[config.mk]
export PLATFORM = sky130hd
export DESIGN_NAME = format_string_printer_unit
export DESIGN_NICKNAME = d
export VERILOG_FILES = /design/src/rtl/fsp_pkg.sv /design/src/rtl/fsp_datapath.sv /design/src/rtl/fsp_ctrl.sv /design/src/rtl/format_string_printer_unit.sv
export VERILOG_INCLUDE_DIRS = /design/src /design/src/rtl
export SDC_FILE = /design/constraint.sdc
export NUM_CORES = 1
export LEC_CHECK = 0
export CORE_UTILIZATION = 55
export DETAILED_ROUTE_END_ITERATION = 8
export DONT_BUFFER_PORTS = 1
export MAX_ROUTING_LAYER = met4
export PLACE_DENSITY = 0.79
export SLEW_MARGIN = 20
export SYNTH_ARGS = -nofsm -noshare
export SYNTH_HDL_FRONTEND = slang
export SYNTH_HIERARCHICAL = 1
export SYNTH_SLANG_ARGS = --single-unit
[constraint.sdc]
create_clock -name i_clk -period 4.09 [get_ports i_clk]
set_input_delay 0.409 -clock i_clk [delete_from_list [all_inputs] [get_ports i_clk]]
set_output_delay 0.409 -clock i_clk [all_outputs]
set_load 0.05 [all_outputs]
[src/rtl/format_string_printer_unit_defines.svh]
// Assertion macros used by the format string printer controller.
`ifndef FORMAT_STRING_PRINTER_UNIT_DEFINES_SVH
`define FORMAT_STRING_PRINTER_UNIT_DEFINES_SVH

// The consequent must hold in the same cycle as the antecedent.
`define FSP_ASSERT_SAME(label, clk, rst_n, ante, cons, msg) \
    label: assert property (@(posedge clk) disable iff (!rst_n) (ante) |-> (cons)) \
        else $error(msg);

// The consequent must hold in the cycle after the antecedent.
`define FSP_ASSERT_NEXT(label, clk, rst_n, ante, cons, msg) \
    label: assert property (@(posedge clk) disable iff (!rst_n) (ante) |=> (cons)) \
        else $error(msg);

`endif

[src/rtl/fsp_pkg.sv]
// Shared constants, codes and controller/datapath interface types.
`default_nettype none
package fsp_pkg;

    localparam int MAX_WIDTH     = 32;
    localparam int WIDTH_BITS    = $clog2(MAX_WIDTH + 1);
    localparam int CHAR_BITS     = 8;
    localparam int ARG_BITS      = 32;
    localparam int COUNT_BITS    = 31;
    localparam int BCD_DIGITS    = 10;
    localparam int NDIG_BITS     = 4;
    localparam int STEP_BITS     = $clog2(ARG_BITS + 1);
    localparam int IN_DATA_BITS  = 40;
    localparam int OUT_DATA_BITS = 40;

    localparam logic [COUNT_BITS-1:0] COUNT_MAX = {COUNT_BITS{1'b1}};

    localparam logic [CHAR_BITS-1:0] CH_PERCENT = 8'h25;
    localparam logic [CHAR_BITS-1:0] CH_ZERO    = 8'h30;
    localparam logic [CHAR_BITS-1:0] CH_NINE    = 8'h39;
    localparam logic [CHAR_BITS-1:0] CH_D       = 8'h64;
    localparam logic [CHAR_BITS-1:0] CH_U       = 8'h75;
    localparam logic [CHAR_BITS-1:0] CH_X       = 8'h78;
    localparam logic [CHAR_BITS-1:0] CH_C       = 8'h63;
    localparam logic [CHAR_BITS-1:0] CH_N       = 8'h6E;
    localparam logic [CHAR_BITS-1:0] CH_MINUS   = 8'h2D;
    localparam logic [CHAR_BITS-1:0] CH_SPACE   = 8'h20;
    localparam logic [CHAR_BITS-1:0] CH_HEX_OFS = 8'h57;

    typedef logic [1:0] t_kind;
    localparam t_kind KIND_NONE  = 2'd0;
    localparam t_kind KIND_BYTE  = 2'd1;
    localparam t_kind KIND_COUNT = 2'd2;
    localparam t_kind KIND_NUM   = 2'd3;

    typedef logic [2:0] t_src;
    localparam t_src SRC_CHAR  = 3'd0;
    localparam t_src SRC_COUNT = 3'd1;
    localparam t_src SRC_SIGN  = 3'd2;
    localparam t_src SRC_PAD   = 3'd3;
    localparam t_src SRC_DIGIT = 3'd4;

    typedef struct packed {
        logic load_in;
        logic decode;
        logic step;
        logic prep;
        logic emit;
        t_src src;
    } t_cmd;

    typedef struct packed {
        t_kind kind;
        logic  neg;
        logic  conv_done;
        logic  pad_zero;
        logic  idx_zero;
        logic  out_free;
    } t_stat;

endpackage
`default_nettype wire

[src/rtl/fsp_datapath.sv]
// Parse state, number conversion and output register of the printer.
`default_nettype none
module fsp_datapath (
    input  wire logic                           i_clk,
    input  wire logic                           i_rst_n,
    input  wire logic [fsp_pkg::CHAR_BITS-1:0]  i_fmt_char,
    input  wire logic [fsp_pkg::ARG_BITS-1:0]   i_arg_value,
    input  wire logic                           i_first,
    input  wire fsp_pkg::t_cmd                  i_cmd,
    output fsp_pkg::t_stat                      o_stat,
    input  wire logic                           i_out_ready,
    output logic                                o_out_valid,
    output logic [fsp_pkg::CHAR_BITS-1:0]       o_out_char,
    output logic                                o_is_count,
    output logic [fsp_pkg::COUNT_BITS-1:0]      o_count,
    output logic                                o_last
);
    import fsp_pkg::*;

    localparam logic [1:0] MODE_LITERAL = 2'd0;
    localparam logic [1:0] MODE_SPEC    = 2'd1;
    localparam logic [1:0] MODE_WIDTH   = 2'd2;
    localparam int WMUL_BITS = WIDTH_BITS + 4;
    localparam int CMP_BITS  = WIDTH_BITS + NDIG_BITS;
    localparam int BCD_BITS  = 4 * BCD_DIGITS;

    logic [CHAR_BITS-1:0]   r_char;
    logic [ARG_BITS-1:0]    r_arg;
    logic [1:0]             r_mode;
    logic                   r_zero;
    logic [WIDTH_BITS-1:0]  r_width;
    logic [COUNT_BITS-1:0]  r_count;
    logic [ARG_BITS-1:0]    r_val;
    logic [BCD_BITS-1:0]    r_digits;
    logic [STEP_BITS-1:0]   r_step;
    logic                   r_hex;
    logic [CHAR_BITS-1:0]   r_byte;
    logic [WIDTH_BITS-1:0]  r_pad;
    logic [NDIG_BITS-1:0]   r_idx;
    logic                   r_o_valid;
    logic [CHAR_BITS-1:0]   r_o_char;
    logic                   r_o_is_count;
    logic [COUNT_BITS-1:0]  r_o_count;
    logic                   r_o_last;

    logic                   is_digit;
    logic [WMUL_BITS-1:0]   w_ext;
    logic [WIDTH_BITS-1:0]  w_sat;
    t_kind                  d_kind;
    logic                   d_neg;
    logic                   d_hex;
    logic [CHAR_BITS-1:0]   d_byte;
    logic [1:0]             d_mode;
    logic                   d_zero;
    logic [WIDTH_BITS-1:0]  d_width;
    logic [ARG_BITS-1:0]    mag;
    logic [BCD_BITS-1:0]    bcd_adj;
    logic [NDIG_BITS-1:0]   ndig;
    logic [CMP_BITS-1:0]    pad_calc;
    logic [3:0]             dig_sel;
    logic [CHAR_BITS-1:0]   dig_char;
    logic [COUNT_BITS-1:0]  count_inc;
    logic                   out_free;
    logic                   n_o_last;
    logic                   n_o_is_count;
    logic [CHAR_BITS-1:0]   n_o_char;

    assign is_digit = (r_char >= CH_ZERO) && (r_char <= CH_NINE);
    assign w_ext = WMUL_BITS'(r_width) * WMUL_BITS'(10)
                 + WMUL_BITS'(r_char - CH_ZERO);
    assign w_sat = (w_ext > WMUL_BITS'(MAX_WIDTH)) ? WIDTH_BITS'(MAX_WIDTH)
                                                    : w_ext[WIDTH_BITS-1:0];

    always_comb begin
        d_kind  = KIND_NONE;
        d_neg   = 1'b0;
        d_hex   = 1'b0;
        d_byte  = r_char;
        d_mode  = r_mode;
        d_zero  = r_zero;
        d_width = r_width;
        priority if (r_mode == MODE_LITERAL) begin
            if (r_char == CH_PERCENT) begin
                d_mode  = MODE_SPEC;
                d_zero  = 1'b0;
                d_width = '0;
            end else begin
                d_kind = KIND_BYTE;
            end
        end else if ((r_mode == MODE_SPEC) && (r_char == CH_ZERO)) begin
            d_zero = 1'b1;
            d_mode = MODE_WIDTH;
        end else if (is_digit) begin
            d_width = w_sat;
            d_mode  = MODE_WIDTH;
        end else begin
            d_mode = MODE_LITERAL;
            unique case (r_char)
                CH_D: begin
                    d_kind = KIND_NUM;
                    d_neg  = r_arg[ARG_BITS-1];
                end
                CH_U: d_kind = KIND_NUM;
                CH_X: begin
                    d_kind = KIND_NUM;
                    d_hex  = 1'b1;
                end
                CH_C: begin
                    d_kind = KIND_BYTE;
                    d_byte = r_arg[CHAR_BITS-1:0];
                end
                CH_PERCENT: begin
                    d_kind = KIND_BYTE;
                    d_byte = CH_PERCENT;
                end
                CH_N:    d_kind = KIND_COUNT;
                default: d_kind = KIND_NONE;
            endcase
        end
    end

    assign mag = d_neg ? (~r_arg + ARG_BITS'(1)) : r_arg;

    // Shift-and-add-three step of the binary to BCD conversion.
    always_comb begin
        for (int i = 0; i < BCD_DIGITS; i++) begin
            bcd_adj[4*i +: 4] = (r_digits[4*i +: 4] >= 4'd5) ? (r_digits[4*i +: 4] + 4'd3)
                                                            : r_digits[4*i +: 4];
        end
    end

    // Number of significant digits; a zero value still has one.
    always_comb begin
        ndig = NDIG_BITS'(1);
        for (int i = 0; i < BCD_DIGITS; i++) begin
            if (r_digits[4*i +: 4] != 4'd0) begin
                ndig = NDIG_BITS'(i + 1);
            end
        end
    end

    assign pad_calc = (CMP_BITS'(r_width) > CMP_BITS'(ndig))
                    ? (CMP_BITS'(r_width) - CMP_BITS'(ndig)) : '0;

    assign dig_sel  = r_digits[{r_idx, 2'b00} +: 4];
    assign dig_char = (dig_sel < 4'd10) ? (CH_ZERO + CHAR_BITS'(dig_sel))
                                        : (CH_HEX_OFS + CHAR_BITS'(dig_sel));

    assign count_inc = (r_count == COUNT_MAX) ? r_count : (r_count + COUNT_BITS'(1));
    assign out_free  = !r_o_valid || i_out_ready;

    always_comb begin
        n_o_char     = r_byte;
        n_o_is_count = 1'b0;
        n_o_last     = 1'b1;
        unique case (i_cmd.src)
            SRC_CHAR: n_o_char = r_byte;
            SRC_COUNT: begin
                n_o_char     = '0;
                n_o_is_count = 1'b1;
            end
            SRC_SIGN: begin
                n_o_char = CH_MINUS;
                n_o_last = 1'b0;
            end
            SRC_PAD: begin
                n_o_char = r_zero ? CH_ZERO : CH_SPACE;
                n_o_last = 1'b0;
            end
            SRC_DIGIT: begin
                n_o_char = dig_char;
                n_o_last = (r_idx == '0);
            end
            default: begin
                n_o_char = r_byte;
                n_o_last = 1'b1;
            end
        endcase
    end

    always_ff @(posedge i_clk) begin
        if (!i_rst_n) begin
            r_mode  <= MODE_LITERAL;
            r_zero  <= 1'b0;
            r_width <= '0;
            r_count <= '0;
        end else if (i_cmd.load_in && i_first) begin
            r_mode  <= MODE_LITERAL;
            r_zero  <= 1'b0;
            r_width <= '0;
            r_count <= '0;
        end else begin
            if (i_cmd.decode) begin
                r_mode  <= d_mode;
                r_zero  <= d_zero;
                r_width <= d_width;
            end
            if (i_cmd.emit && !n_o_is_count) begin
                r_count <= count_inc;
            end
        end
    end

    // The byte to print is captured at decode, before the parse mode moves on.
    always_ff @(posedge i_clk) begin
        if (i_cmd.load_in) begin
            r_char <= i_fmt_char;
            r_arg  <= i_arg_value;
        end
        if (i_cmd.decode) begin
            r_hex  <= d_hex;
            r_byte <= d_byte;
            r_step <= '0;
            if (d_hex) begin
                r_digits <= BCD_BITS'(r_arg);
                r_val    <= '0;
            end else begin
                r_digits <= '0;
                r_val    <= mag;
            end
        end else if (i_cmd.step) begin
            r_digits <= {bcd_adj[BCD_BITS-2:0], r_val[ARG_BITS-1]};
            r_val    <= {r_val[ARG_BITS-2:0], 1'b0};
            r_step   <= r_step + STEP_BITS'(1);
        end
        if (i_cmd.prep) begin
            r_pad <= pad_calc[WIDTH_BITS-1:0];
            r_idx <= ndig - NDIG_BITS'(1);
        end else if (i_cmd.emit && (i_cmd.src == SRC_PAD)) begin
            r_pad <= r_pad - WIDTH_BITS'(1);
        end else if (i_cmd.emit && (i_cmd.src == SRC_DIGIT) && (r_idx != '0)) begin
            r_idx <= r_idx - NDIG_BITS'(1);
        end
    end

    // Output register: a result waits here while the next one is prepared.
    always_ff @(posedge i_clk) begin
        if (!i_rst_n) begin
            r_o_valid <= 1'b0;
        end else if (i_cmd.emit) begin
            r_o_valid <= 1'b1;
        end else if (i_out_ready) begin
            r_o_valid <= 1'b0;
        end
    end

    always_ff @(posedge i_clk) begin
        if (i_cmd.emit) begin
            r_o_char     <= n_o_char;
            r_o_is_count <= n_o_is_count;
            r_o_count    <= n_o_is_count ? r_count : count_inc;
            r_o_last     <= n_o_last;
        end
    end

    assign o_stat.kind      = d_kind;
    assign o_stat.neg       = d_neg;
    assign o_stat.conv_done = r_hex || (r_step == STEP_BITS'(ARG_BITS));
    assign o_stat.pad_zero  = (r_pad == '0);
    assign o_stat.idx_zero  = (r_idx == '0);
    assign o_stat.out_free  = out_free;

    assign o_out_valid = r_o_valid;
    assign o_out_char  = r_o_char;
    assign o_is_count  = r_o_is_count;
    assign o_count     = r_o_count;
    assign o_last      = r_o_last;

endmodule
`default_nettype wire

[src/rtl/fsp_ctrl.sv]
// Sequencing state machine of the format string printer.
`default_nettype none
`include "format_string_printer_unit_defines.svh"
module fsp_ctrl (
    input  wire logic           i_clk,
    input  wire logic           i_rst_n,
    input  wire logic           i_s_tvalid,
    output logic                o_s_tready,
    input  wire fsp_pkg::t_stat i_stat,
    output fsp_pkg::t_cmd       o_cmd
);
    import fsp_pkg::*;

    localparam logic [2:0] ST_IDLE   = 3'd0;
    localparam logic [2:0] ST_DECODE = 3'd1;
    localparam logic [2:0] ST_BYTE   = 3'd2;
    localparam logic [2:0] ST_COUNT  = 3'd3;
    localparam logic [2:0] ST_SIGN   = 3'd4;
    localparam logic [2:0] ST_CONV   = 3'd5;
    localparam logic [2:0] ST_PAD    = 3'd6;
    localparam logic [2:0] ST_DIGIT  = 3'd7;

    logic [2:0] r_state;
    logic [2:0] n_state;
    logic       accepted;

    assign o_s_tready = (r_state == ST_IDLE);
    assign accepted   = o_s_tready && i_s_tvalid;

    always_comb begin
        n_state       = r_state;
        o_cmd         = '0;
        o_cmd.src     = SRC_CHAR;
        o_cmd.load_in = accepted;
        unique case (r_state)
            ST_IDLE: begin
                if (i_s_tvalid) begin
                    n_state = ST_DECODE;
                end
            end
            ST_DECODE: begin
                o_cmd.decode = 1'b1;
                unique case (i_stat.kind)
                    KIND_BYTE:  n_state = ST_BYTE;
                    KIND_COUNT: n_state = ST_COUNT;
                    KIND_NUM:   n_state = i_stat.neg ? ST_SIGN : ST_CONV;
                    default:    n_state = ST_IDLE;
                endcase
            end
            ST_BYTE: begin
                o_cmd.src = SRC_CHAR;
                if (i_stat.out_free) begin
                    o_cmd.emit = 1'b1;
                    n_state    = ST_IDLE;
                end
            end
            ST_COUNT: begin
                o_cmd.src = SRC_COUNT;
                if (i_stat.out_free) begin
                    o_cmd.emit = 1'b1;
                    n_state    = ST_IDLE;
                end
            end
            ST_SIGN: begin
                o_cmd.src = SRC_SIGN;
                if (i_stat.out_free) begin
                    o_cmd.emit = 1'b1;
                    n_state    = ST_CONV;
                end
            end
            ST_CONV: begin
                if (i_stat.conv_done) begin
                    o_cmd.prep = 1'b1;
                    n_state    = ST_PAD;
                end else begin
                    o_cmd.step = 1'b1;
                end
            end
            ST_PAD: begin
                o_cmd.src = SRC_PAD;
                if (i_stat.pad_zero) begin
                    n_state = ST_DIGIT;
                end else if (i_stat.out_free) begin
                    o_cmd.emit = 1'b1;
                end
            end
            ST_DIGIT: begin
                o_cmd.src = SRC_DIGIT;
                if (i_stat.out_free) begin
                    o_cmd.emit = 1'b1;
                    if (i_stat.idx_zero) begin
                        n_state = ST_IDLE;
                    end
                end
            end
            default: n_state = ST_IDLE;
        endcase
    end

    always_ff @(posedge i_clk) begin
        if (!i_rst_n) begin
            r_state <= ST_IDLE;
        end else begin
            r_state <= n_state;
        end
    end

    `FSP_ASSERT_SAME(a_emit_slot_free, i_clk, i_rst_n, o_cmd.emit, i_stat.out_free, "result written over a pending transfer")
    `FSP_ASSERT_NEXT(a_accept_decode, i_clk, i_rst_n, accepted, r_state == ST_DECODE, "accepted item not decoded next")
    `FSP_ASSERT_NEXT(a_conv_hold, i_clk, i_rst_n, (r_state == ST_CONV) && !i_stat.conv_done, r_state == ST_CONV, "conversion left early")

endmodule
`default_nettype wire

[src/rtl/format_string_printer_unit.sv]
// Top level of the format string printer: stream ports, controller and datapath.
// A literal byte passes the decode and byte states on its way into the output register.
// The input takes a new format byte only when idle, after the last one's bytes are written;
// decimal conversions go through a bit-serial BCD unit, hex conversions skip it,
// and output stalls hold the controller in its emitting states.
// Synchronous active-low reset clears the parse state, count and output valid.
`default_nettype none
module format_string_printer_unit (
    input  wire logic                              i_clk,
    input  wire logic                              i_rst_n,
    input  wire logic                              i_s_axis_tvalid,
    output logic                                   o_s_axis_tready,
    // tdata: fmt_char [7:0], arg_value [39:8]
    input  wire logic [fsp_pkg::IN_DATA_BITS-1:0]  i_s_axis_tdata,
    // tuser: first_of_string [0]
    input  wire logic                              i_s_axis_tuser,
    output logic                                   o_m_axis_tvalid,
    input  wire logic                              i_m_axis_tready,
    // tdata: out_char [7:0], count [38:8], zero [39]
    output logic [fsp_pkg::OUT_DATA_BITS-1:0]      o_m_axis_tdata,
    // tuser: is_count [0]
    output logic                                   o_m_axis_tuser,
    output logic                                   o_m_axis_tlast
);
    import fsp_pkg::*;

    t_cmd                  cmd;
    t_stat                 stat;
    logic [CHAR_BITS-1:0]  out_char;
    logic [COUNT_BITS-1:0] out_count;

    fsp_ctrl u_ctrl (
        .i_clk      (i_clk),
        .i_rst_n    (i_rst_n),
        .i_s_tvalid (i_s_axis_tvalid),
        .o_s_tready (o_s_axis_tready),
        .i_stat     (stat),
        .o_cmd      (cmd)
    );

    fsp_datapath u_datapath (
        .i_clk       (i_clk),
        .i_rst_n     (i_rst_n),
        .i_fmt_char  (i_s_axis_tdata[CHAR_BITS-1:0]),
        .i_arg_value (i_s_axis_tdata[CHAR_BITS +: ARG_BITS]),
        .i_first     (i_s_axis_tuser),
        .i_cmd       (cmd),
        .o_stat      (stat),
        .i_out_ready (i_m_axis_tready),
        .o_out_valid (o_m_axis_tvalid),
        .o_out_char  (out_char),
        .o_is_count  (o_m_axis_tuser),
        .o_count     (out_count),
        .o_last      (o_m_axis_tlast)
    );

    assign o_m_axis_tdata = {{(OUT_DATA_BITS - CHAR_BITS - COUNT_BITS){1'b0}},
                             out_count, out_char};

endmodule
`default_nettype wire

==> key figures <==
Synth
  • Ys flop type: edfxtp_1
  • Yosys cell types: 74
  • Post-synthesis compound-gate area fraction: 12.9%
  • Seq/Total Area, Yosys: 49.1%
  • Register bit count reported by yosys: around 220
  • Syn Nets: ~1.3k
  • Largest family of logic cells by synthesized area: simple AND/OR/NAND/NOR gates
  • Ys async rst share: 0%
  • Adder-cell share of the synthesized area: between 5 and 6%
  • Synth Area in XOR/XNOR: a little over 9%
  • Synth Area in Simple Gates: 16.1%
  • Mean post-synth cell area: between 10 and 15 µm²
  • Mux cell area share after synthesis: 2.27%
  • Mapped cell area: about 0.013 mm²
  • Synth Instances: between 1k and 1.5k
  • Post-synth EDFFs: approximately 170
  • Yosys warning total: 6

Power
  • Comb power frac: between 15 and 20%
  • Clock network fraction of design power: between 30% and 40%
  • Maximum VDD drop: approximately 0.41 mV
  • Leak Pwr: 5.16 nW
  • Sw Ratio: between 30% and 40%
  • PwrDens: ~500 mW/mm²
  • Reg power frac: between 40% and 50%
  • Int Power: 0.00481 W
  • Psw: between 0.002 and 0.0025 W

Clock tree
  • Clock transition at the registers of the reported paths: about 0.06 ns
  • TritonCTS Buffers: 25
  • H-tree levels: 1
  • CTS tree: yes
  • Postcts setup bufs: 0
  • Clock tree buffer depth: 3
  • Clock Latency Late Sink: between 0.5 and 0.6 ns
  • Root buffer cell: clkbuf_16
  • Clock sink count: about 220

STA
  • FMAX: around 270 MHz
  • Final worst path period share: 89.5%
  • Max_slew headroom: roughly 28%
  • Setup TNS: 0 ns
  • Final hold slack: between 0.03 and 0.04 ns
  • Finish-stage setup viols: 0
  • Hold violation total from the final report: 0
  • Crit path time final: around 3.7 ns
  • Clock skew: 0.00904 ns
  • Unrepaired setup endpoints after global routing: false
  • Worst Tran Pin Value: 1.08 ns
  • Slew Limit Fails: 0
  • Setup ws final: roughly 0.43 ns

Worst setup path
  • Crit path largest cell delay: around 0.43 ns
  • Reg2Reg Setup Slack: roughly 0.43 ns
  • Arr. time, crit path: between 3 and 4 ns
  • Worst Reg-to-Reg Cells: 15
  • Worst path bufs/invs: 2
  • Critical Path, Cell by Cell: inv_1 > ha_1 > nor3b_1 > o41ai_1 > a21oi_1 > o21ai_0 > a31oi_1 > ha_1 > fa_1 > inv_1 > a21o_1 > a21oi_1 > a41oi_1 > o31ai_2 > o22ai_1
  • CP delay by family, top: compound AO/OA/AOI/OAI gates
  • Slowest CP cell: edfxtp_1
  • Critical Path Source Type: flip-flop
  • Crit. End Element: flip-flop
  • Critical path class: flip-flop to flip-flop
  • Worst-path fanout max: 5
  • Crit path depth: 15
  • WP data required: between 4 and 5 ns

Finish
  • Antenna diodes: 0
  • Final nets: approximately 1.4k
  • Area Overhead vs Synth: 11.8%
  • Filler cells: about 1.7k
  • Final Util: between 60% and 70%
  • Design area: 0.0140 mm²
  • Fraction of layout cells with a size suffix above 1: under 10%
  • Commonest non-fill, non-tap cell in the layout: edfxtp_1
  • Most frequent cells in the layout: edfxtp_1, nor2_1, inv_1

Worst hold path
  • Worst hold path depth: 1
  • Worst hold path type: input pin to flip-flop

Placed design
  • Placed cell area: 0.0128 mm²
  • DPL Wire Length: approximately 18 mm
  • GP Congestion: between 0.9 and 1
  • Number of port buffers: 0
  • Worst slack at placement: between 0.3 and 0.4 ns

Floorplan
  • Initial Util: about 57%
  • Cell Rows: between 50 and 60
  • Area of the core: between 0.02 and 0.025 mm²
  • Die width: approximately 150 µm
  • Die ar.: 0.0234 mm²
  • I/O pins: 89
  • Die Ht: ~150 µm

Flow run
  • Max-cap violations: 0

Detailed routing
  • Detailed Routing Iterations Pass 1: 5
  • DRC errors left: 0
  • Routed vias: approximately 9.3k
  • Vias/cell: 5.93
  • Starting DRT DRC Count: between 700 and 800
  • Routed WL: between 20 and 30 mm
  • Wire length per cell: around 17 µm
  • Antenna Nets Post-Route: 0

GRT
  • Vias in the first global route: 9007
  • Antenna violations before repair: 0
  • First-pass GRT wire length: around 44 mm
  • Gr ovfl total: 0
  • Largest net degree at the start of global routing: 130
  • Gr usage total: between 20% and 30%

Run status
  • Outcome: finished clean
[per-layer routing]
metal | track usage, % | up-vias | routed length, µm
li1 | - | 4523 | -
met1 | 29.8 | 4384 | 11500
met2 | 39.2 | 338 | 12900
met3 | 2.81 | 49 | 1650
met4 | 7.55 | 0 | 558
met5 | - | - | 0
[metrics by stage]
stage	cells	total power, W
global route	1567	0.00729
CTS	1567	0.00698
floorplan	1246	0.00430
global placement	1481	0.00460
finish	1567	0.00696
detailed placement	1481	0.00467
[timing repair]
item,4_1_cts,5_1_grt
setup endpoints to repair,0,5
gates resized for setup,0,1
hold buffers,41,0
hold endpoints to repair,41,0
[state kept, by name (all words and copies together), names as in the netlist]
register                flops
u_ctrl/r_state              3
u_datapath/o_count         31
u_datapath/o_is_count       1
u_datapath/o_last           1
u_datapath/o_out_char       8
u_datapath/o_out_valid      1
u_datapath/r_arg           32
u_datapath/r_byte           8
u_datapath/r_char           8
u_datapath/r_count         31
u_datapath/r_digits        40
u_datapath/r_hex            1
u_datapath/r_idx            4
u_datapath/r_mode           2
u_datapath/r_pad            6
u_datapath/r_step           6
u_datapath/r_val           32
u_datapath/r_width          6
u_datapath/r_zero           1
[area by class of cell]
type	count	area (µm²)	area share (%)
flip-flops and latches	222	6170	43.9
clock inverters	17	204	1.45
clock buffers	28	637	4.54
multi-input cells	879	5830	41.5
inverters	89	334	2.38
repair buffers	52	518	3.69
well taps	280	350	2.50
[worst register-to-register path, delay by kind of cell, from the launching register on]
| kind | cells | cell delay [ns] |
|---|---|---|
| AO/OA/AOI/OAI | 9 | 1.72 |
| adder cells (fa/ha/maj) | 3 | 0.72 |
| buffers and inverters | 2 | 0.18 |
| flip-flops | 1 | 0.43 |
| AND/OR/NAND/NOR | 1 | 0.34 |
[Yosys cell counts, types with 19 or more instances]
master    count  area, µm²
nor2_1      134        503
o21ai_0      67        335
edfxtp_1    172       5160
xor2_1       60        526
nand2b_1     19        119
xnor2_1      68        596
clkbuf_1     36        135
a21oi_1      76        380
inv_1        89        334
nand4_1      19        119
nand2_1      76        285
o22ai_1      38        238
dfxtp_1      50       1000
ha_1         54        676
nor3_1       30        150
nand3_1      53        265
[cells by family (layout without fill, tap and decap cells)]
kind of cell	after synthesis	after routing
AOI/OAI and AO/OA	262	262
xor gates and xnor gates	129	129
adders and majority gates	57	57
buffers and inverters	145	186
DFF	222	222
muxes	22	22
other	1	1
and+or+nand+nor	408	408
[path summary, 6_finish.rpt]
kind,from,to
worst max-delay path,u_datapath/r_digits[12],u_datapath/r_pad[2]
worst min-delay path,i_rst_n,u_ctrl/r_state[2]
worst max register to register,u_datapath/r_digits[12],u_datapath/r_pad[2]
worst min register to register,u_datapath/r_step[5],u_datapath/r_step[5]
[power by group through the flow]
stage	logic (W)	registers (W)	clock network [W]
after floorplan	0.00104	0.00326	0
after global placement	0.00126	0.00335	0
after detailed placement	0.00130	0.00337	0
after CTS	0.00134	0.00332	0.00232
after global routing	0.00151	0.00336	0.00242
final	0.00135	0.00333	0.00228
Power figures use the tool's default switching activity.
